`config.mk`:
```
export PLATFORM = sky130hd
export DESIGN_NAME = grid_monotone_path_enumerator_core
export DESIGN_NICKNAME = d
export VERILOG_FILES = /design/src/design/gmpe_pkg.sv /design/src/design/gmpe_path_eval.sv /design/src/design/grid_monotone_path_enumerator_core.sv
export SDC_FILE = /design/constraint.sdc
export NUM_CORES = 1
export LEC_CHECK = 0
export BUFFER_PORTS_ARGS = -buffer_cell sky130_fd_sc_hd__buf_2
export CELL_PAD_IN_SITES_DETAIL_PLACEMENT = 2
export CELL_PAD_IN_SITES_GLOBAL_PLACEMENT = 2
export CORE_MARGIN = 5
export CORE_UTILIZATION = 36
export CTS_CLUSTER_DIAMETER = 40
export DETAILED_ROUTE_END_ITERATION = 7
export GPL_TIMING_DRIVEN = 0
export HOLD_SLACK_MARGIN = 0.03
export PLACE_DENSITY_LB_ADDON = 0.25
export RECOVER_POWER = 50
export SLEW_MARGIN = 20
export SYNTH_ARGS = -nofsm -noshare
export SYNTH_HDL_FRONTEND = slang
export SYNTH_SLANG_ARGS = --single-unit
```
`constraint.sdc`:
```
create_clock -name clk -period 6.38 [get_ports clk]
set_input_delay 0.319 -clock clk [delete_from_list [all_inputs] [get_ports clk]]
set_output_delay 0.319 -clock clk [all_outputs]
set_load 0.03 [all_outputs]
```
`src/design/gmpe_pkg.sv`:
```
// ----------------------------------------------------------------------------
// gmpe_pkg - grid monotone path enumerator shared definitions
// grid geometry constants and the sequencer state type
// ----------------------------------------------------------------------------
package gmpe_pkg;

	// grid side length, supported range 2 to 4
	localparam int SIDE   = 4;
	localparam int CELLS  = SIDE * SIDE;
	localparam int NMOVES = 2 * (SIDE - 1);
	localparam int IDX_W  = $clog2(CELLS);
	localparam int POS_W  = $clog2(NMOVES + 1);
	localparam int MASK_W = 16;

	typedef logic [NMOVES-1:0] move_word_t;
	typedef logic [CELLS-1:0]  cell_mask_t;

	typedef enum logic [1:0] {
		ST_IDLE,
		ST_SCAN,
		ST_FLUSH
	} seq_state_t;

	typedef struct packed {
		logic       hit;
		cell_mask_t cells;
	} eval_result_t;

endpackage

```
`src/design/gmpe_path_eval.sv`:
```
// ----------------------------------------------------------------------------
// gmpe_path_eval - candidate move word evaluator
// walks one down/right move word over the grid and reports whether it is a
// legal path to the goal, together with the cells it covers
// ----------------------------------------------------------------------------
module gmpe_path_eval (
	input  gmpe_pkg::cell_mask_t   grid_mask,
	input  gmpe_pkg::move_word_t   moves,
	output gmpe_pkg::eval_result_t result
);

	logic [gmpe_pkg::POS_W-1:0] row;
	logic [gmpe_pkg::POS_W-1:0] col;
	logic [gmpe_pkg::POS_W-1:0] n_right;
	logic                       clear;
	int                         idx;

	always_comb begin
		row     = '0;
		col     = '0;
		n_right = '0;
		clear   = 1'b1;
		idx     = 0;
		result.cells    = '0;
		result.cells[0] = 1'b1;
		// first move sits in the top bit
		for (int m = gmpe_pkg::NMOVES - 1; m >= 0; m--) begin
			if (moves[m]) begin
				col     = col + 1'b1;
				n_right = n_right + 1'b1;
			end else begin
				row = row + 1'b1;
			end
			idx = int'(row) * gmpe_pkg::SIDE + int'(col);
			if (idx < gmpe_pkg::CELLS) begin
				if (grid_mask[gmpe_pkg::IDX_W'(idx)])
					clear = 1'b0;
				result.cells[gmpe_pkg::IDX_W'(idx)] = 1'b1;
			end else begin
				clear = 1'b0;
			end
		end
		// only words with exactly side-1 right moves end at the goal
		result.hit = clear && (n_right == gmpe_pkg::POS_W'(gmpe_pkg::SIDE - 1));
	end

endmodule

```
`src/design/grid_monotone_path_enumerator_core.sv`:
```
// ----------------------------------------------------------------------------
// grid_monotone_path_enumerator_core - rat-in-a-maze path enumerator
// a found path is held until the next one is found, so the first result of a
//   grid leaves when its second path is found, or from the flush state when
//   it is the only result; a new grid is taken only back in the idle state
// an output stall holds the scan only while a newly found path or the final
//   result waits on a full output register
// the candidate counter steps the shared evaluator through one move word per
//   cycle while the scan is not stalled, in ascending order, which is
//   depth-first down-first
// reset: arst_n clears the sequencer, the held-path valid and the output valid; payload unreset
// ----------------------------------------------------------------------------
module grid_monotone_path_enumerator_core (
	input  logic                          clk,
	input  logic                          arst_n,
	input  logic                          in_valid,
	output logic                          in_ready,
	input  logic [gmpe_pkg::MASK_W-1:0]   blocked_mask,
	output logic                          out_valid,
	input  logic                          out_ready,
	output logic [gmpe_pkg::MASK_W-1:0]   path_cells,
	output logic                          path_valid,
	output logic                          last_path
);

	// sequencer state
	gmpe_pkg::seq_state_t  state_q, state_d;
	gmpe_pkg::cell_mask_t  grid_q;      // latched blocked mask of the grid
	gmpe_pkg::move_word_t  cand_q;      // candidate move word under test
	gmpe_pkg::eval_result_t eval;

	// one found path is held back until we know whether another follows,
	// so that the final one can carry last_path
	logic                  pend_valid_q;
	gmpe_pkg::cell_mask_t  pend_cells_q;

	// output register, parts the scan from the consumer
	logic                  out_valid_q;
	gmpe_pkg::cell_mask_t  out_cells_q;
	logic                  out_pvalid_q;
	logic                  out_last_q;

	// control decoded by the sequencer
	logic out_free;
	logic grid_load;
	logic cand_step;
	logic emit_mid;
	logic emit_end;

	gmpe_path_eval u_eval (
		.grid_mask (grid_q),
		.moves     (cand_q),
		.result    (eval)
	);

	assign out_free = !out_valid_q || out_ready;

	// next state and control
	always_comb begin
		state_d   = state_q;
		in_ready  = 1'b0;
		grid_load = 1'b0;
		cand_step = 1'b0;
		emit_mid  = 1'b0;
		emit_end  = 1'b0;
		case (state_q)
			gmpe_pkg::ST_IDLE: begin
				in_ready = 1'b1;
				if (in_valid) begin
					grid_load = 1'b1;
					state_d   = gmpe_pkg::ST_SCAN;
				end
			end
			gmpe_pkg::ST_SCAN: begin
				// a new hit pushes the held path out, which needs a free output slot
				if (!(eval.hit && pend_valid_q && !out_free)) begin
					cand_step = 1'b1;
					emit_mid  = eval.hit && pend_valid_q;
					if (cand_q == '1)
						state_d = gmpe_pkg::ST_FLUSH;
				end
			end
			gmpe_pkg::ST_FLUSH: begin
				// final result: the held path, or the no-path answer
				if (out_free) begin
					emit_end = 1'b1;
					state_d  = gmpe_pkg::ST_IDLE;
				end
			end
			default: begin
				state_d = gmpe_pkg::ST_IDLE;
			end
		endcase
	end

	always_ff @(posedge clk or negedge arst_n) begin
		if (!arst_n) begin
			state_q <= gmpe_pkg::ST_IDLE;
		end else begin
			state_q <= state_d;
		end
	end

	// grid latch and candidate counter
	always_ff @(posedge clk) begin
		if (grid_load) begin
			grid_q <= blocked_mask[gmpe_pkg::CELLS-1:0];
			cand_q <= '0;
		end else if (cand_step) begin
			cand_q <= cand_q + 1'b1;
		end
	end

	// held path
	always_ff @(posedge clk or negedge arst_n) begin
		if (!arst_n) begin
			pend_valid_q <= 1'b0;
		end else if (grid_load) begin
			pend_valid_q <= 1'b0;
		end else if (cand_step && eval.hit) begin
			pend_valid_q <= 1'b1;
		end
	end

	always_ff @(posedge clk) begin
		if (cand_step && eval.hit)
			pend_cells_q <= eval.cells;
	end

	// output register
	always_ff @(posedge clk or negedge arst_n) begin
		if (!arst_n) begin
			out_valid_q <= 1'b0;
		end else if (emit_mid || emit_end) begin
			out_valid_q <= 1'b1;
		end else if (out_ready) begin
			out_valid_q <= 1'b0;
		end
	end

	always_ff @(posedge clk) begin
		if (emit_mid || emit_end) begin
			out_cells_q  <= pend_valid_q ? pend_cells_q : '0;
			out_pvalid_q <= pend_valid_q;
			out_last_q   <= emit_end;
		end
	end

	assign out_valid  = out_valid_q;
	assign path_cells = gmpe_pkg::MASK_W'(out_cells_q);
	assign path_valid = out_pvalid_q;
	assign last_path  = out_last_q;

	// a grid is taken only from idle, so the next cycle is never ready
	a_busy_after_accept : assert property (@(posedge clk) disable iff (!arst_n)
		(in_valid && in_ready) |=> !in_ready)
		else $error("input taken twice in a row");

	// the no-path answer is always the final result
	a_nopath_last : assert property (@(posedge clk) disable iff (!arst_n)
		(out_valid && !path_valid) |-> last_path)
		else $error("no-path result without last_path");

	// a found path covers both corners and exactly 2*side-1 cells
	a_path_shape : assert property (@(posedge clk) disable iff (!arst_n)
		(out_valid && path_valid) |->
		(path_cells[0] && path_cells[gmpe_pkg::CELLS-1] &&
		 $countones(path_cells) == 2 * gmpe_pkg::SIDE - 1))
		else $error("malformed path mask");

	// no result is produced while the block waits for a grid
	a_idle_quiet : assert property (@(posedge clk) disable iff (!arst_n)
		(state_q == gmpe_pkg::ST_IDLE) |-> !(emit_mid || emit_end))
		else $error("result emitted while idle");

endmodule

```
==> flow_summary_export.csv <==
group,metric,value,unit
run_status,status,"finished, final reports clean",
worst_hold_path,whs_endpoint,"grid_q[11]",
die,io_pins,40,
synth,synthDistinctLibCells,70,
die,dieArea,0.01343,mm²
routing,post-route-drc-count,0,
global_routing,grt_pass1_wl,20870,µm
synth,post-synth-top-count-cell,"edfxtp_1",
timing,setup_violations,0,
synth,synth_area_leader_cell,"edfxtp_1",
timing,setup_slack,0.3591,ns
placed_design,place_worst_setup_slack,-1.242,ns
die,die_h,115.9,µm
synth,post_synth_main_area_contributors,"edfxtp_1 (36%), ha_1 (8.4%), mux4_2 (4.5%), a221o_1 (3.0%), dfxtp_1 (3.0%)",
worst_setup_path,path_class,"register to register",
global_routing,antenna_found_initial,0,
routing,via_per_inst,5.774,
cts,cts_tree,"yes",
synth,synth_edf_count,49,
synth,ys_async_sr_fraction,6.780,%
timing,setup_tns,0,ns
layout,drive_gt1_share,21.36,%
synth,synth_seq_cells,59,
worst_setup_path,required,6.59,ns
global_routing,grt_max_degree,19,
layout,n_fill_cell,1110,
routing,firstDrtPassIters,4,
cts,clk_latency,0.34,ns
die,core-area,0.01094,mm²
die,start_util,36.91,%
cts,cts_max_path_buffers,2,
synth,synth_top_area_share,36.45,%
timing,rsz0062_at_grt,"no",
flow_run,cap_violations,0,
die,die_w,115.9,µm
worst_setup_path,worst-path-max-fanout,10,
synth,ys_seq_area_share,41.91,%
placed_design,port_buffers,39,
synth,yosysWarnings,0,
timing,fin_skew,0.005579,ns
cts,clk_pin_slew,0.06,ns
cts,cts.sinks,59,
synth,synth.avg_cell_area,11.37,µm²
timing,finalHoldViolCount,0,
layout,area_growth,20.95,%
layout,diodes,0,
worst_hold_path,hp-start,"blocked_mask[11]",
synth,ys.flop_type,"edfxtp_1",
placed_design,gp_congestion,0.9036,
synth,netlist_instances,355,
cts,numCtsBuffers,9,
worst_setup_path,reg2reg_to,"state_q[1]",
worst_hold_path,min_path_type,"input pin to register",
routing,routed_wl,13110,µm
layout,nets,469,
timing,drv_slew,0,
timing,fin_crit,6.021,ns
synth,syn_area,0.004036,mm²
routing,post_drt_wl_per_cell,23.17,µm
cts,cts_root_buf,"clkbuf_16",
routing,initialDrtViolationCount,185,
worst_setup_path,regToRegSetupSlack,0.36,ns
cts,htreeDepth,3,
worst_hold_path,hold_depth,1,
worst_setup_path,end_kind,"register",
placed_design,dp_hpwl,9770,µm
worst_setup_path,crit_path_start_kind,"register",
timing,tightest_slew,0.7437,ns
die,rows,38,
timing,hold_ws,0.1546,ns
timing,slew_headroom,50.01,%
global_routing,grt_overflow,0,
global_routing,grtUsageTotal,20.86,%
worst_setup_path,reg2regPathDepth,24,
worst_setup_path,critPathArrivalTime,6.23,ns
synth,synth_commonest_cells,"edfxtp_1 (49), ha_1 (27), nand2_1 (27)",
routing,num_vias,3268,
global_routing,grt_pass1_vias,3644,
timing,fmax,0.1661,GHz
worst_setup_path,regToRegStartpoint,"cand_q[5]",
routing,postRouteAntennaNets,0,
timing,finalCritPeriodShare,94.37,%
==> repair_timing <==
item / CTS / global route
gates resized for setup: 10 / 7
pin swaps: 3 / 2
hold endpoints to repair: 4 / 0
setup endpoints to repair: 43 / 42
hold buffers: 1 / 0
buffers inserted: 6 / 2
==> logic make-up after synthesis <==
group	share of synthesized area, %
AO/OA/AOI/OAI	13.58
AND/OR/NAND/NOR	19.13
other	0.09291
buffers and inverters	3.069
XOR/XNOR	3.441
adder cells (fa/ha/maj)	8.865
flip-flops	41.91
multiplexers	9.919
==> cells in the final DEF (no fill, tap or decap), drive strengths merged, types with 12 or more instances in the layout <==
| cell | count |
|---|---|
| ha | 27 |
| nor2 | 17 |
| edfxtp | 49 |
| and2 | 18 |
| clkbuf | 37 |
| inv | 16 |
| nand2 | 28 |
| buf | 33 |
| a221o | 12 |
| a21oi | 12 |
==> state kept, by name, indices dropped and copies added (netlist names) <==
signal        count
path_cells       16
pend_valid_q      1
pend_cells_q     15
out_valid         1
state_q           2
path_valid        1
last_path         1
grid_q           16
cand_q            6
==> critical path, stage by stage (launching register included) <==
cell	delay [ns]
dfxtp_1	0.56
fa_2	0.57
clkbuf_4	0.22
inv_1	0.14
ha_1	0.30
nand2_1	0.21
o31ai_4	0.10
inv_1	0.11
ha_2	0.32
nand2_1	0.12
o21ai_2	0.12
nor2_2	0.18
ha_1	0.23
nand2_1	0.11
xnor2_2	0.21
ha_4	0.34
mux2_2	0.35
o211ai_1	0.25
nand4b_1	0.14
or4_4	0.54
nor4b_4	0.25
buf_4	0.17
buf_6	0.14
nor2_2	0.06
o2bb2ai_1	0.13
==> layer usage <==
layer	vias to the layer above	track usage [%]	wire [µm]
met1	1659	25.80	5440
li1	1497	-	-
met3	30	3.499	535
met4	0	7.889	436
met5	-	0	0
met2	82	36.44	6701
==> per-stage QoR <==
stage	util (%)	std cells	area, µm²
2_1_floorplan	-	362	4063
3_5_place_dp	40.68	542	4448
6_report	44.65	566	4882
4_1_cts	44.46	565	4862
5_1_grt	44.65	566	4882
3_3_place_gp	40.54	541	4433
==> how the worst max path moves through the flow <==
stage / startpoint / endpoint / cells after the start
finish: cand_q[5] / state_q[1] / 24
global route: cand_q[5] / state_q[1] / 25
CTS: cand_q[5] / state_q[1] / 24
detailed placement: cand_q[5] / path_cells[13] / 23
global placement: cand_q[5] / path_cells[13] / 22
floorplan: cand_q[4] / last_path / 22
==> area by class of cell <==
class	count	area [µm²]	share of cell area [%]
Multi-Input combinational cell	274	2316	47.44
Sequential cell	59	1692	34.65
Timing Repair Buffer	49	250.2	5.126
Clock buffer	9	225.2	4.613
Tap cell	140	175.2	3.588
Clock inverter	7	100.1	2.050
Buffer	13	67.56	1.384
Inverter	15	56.30	1.153
Power is not shown: default switching activity piles up to over one toggle a cycle in this logic, so the estimate is an artifact.
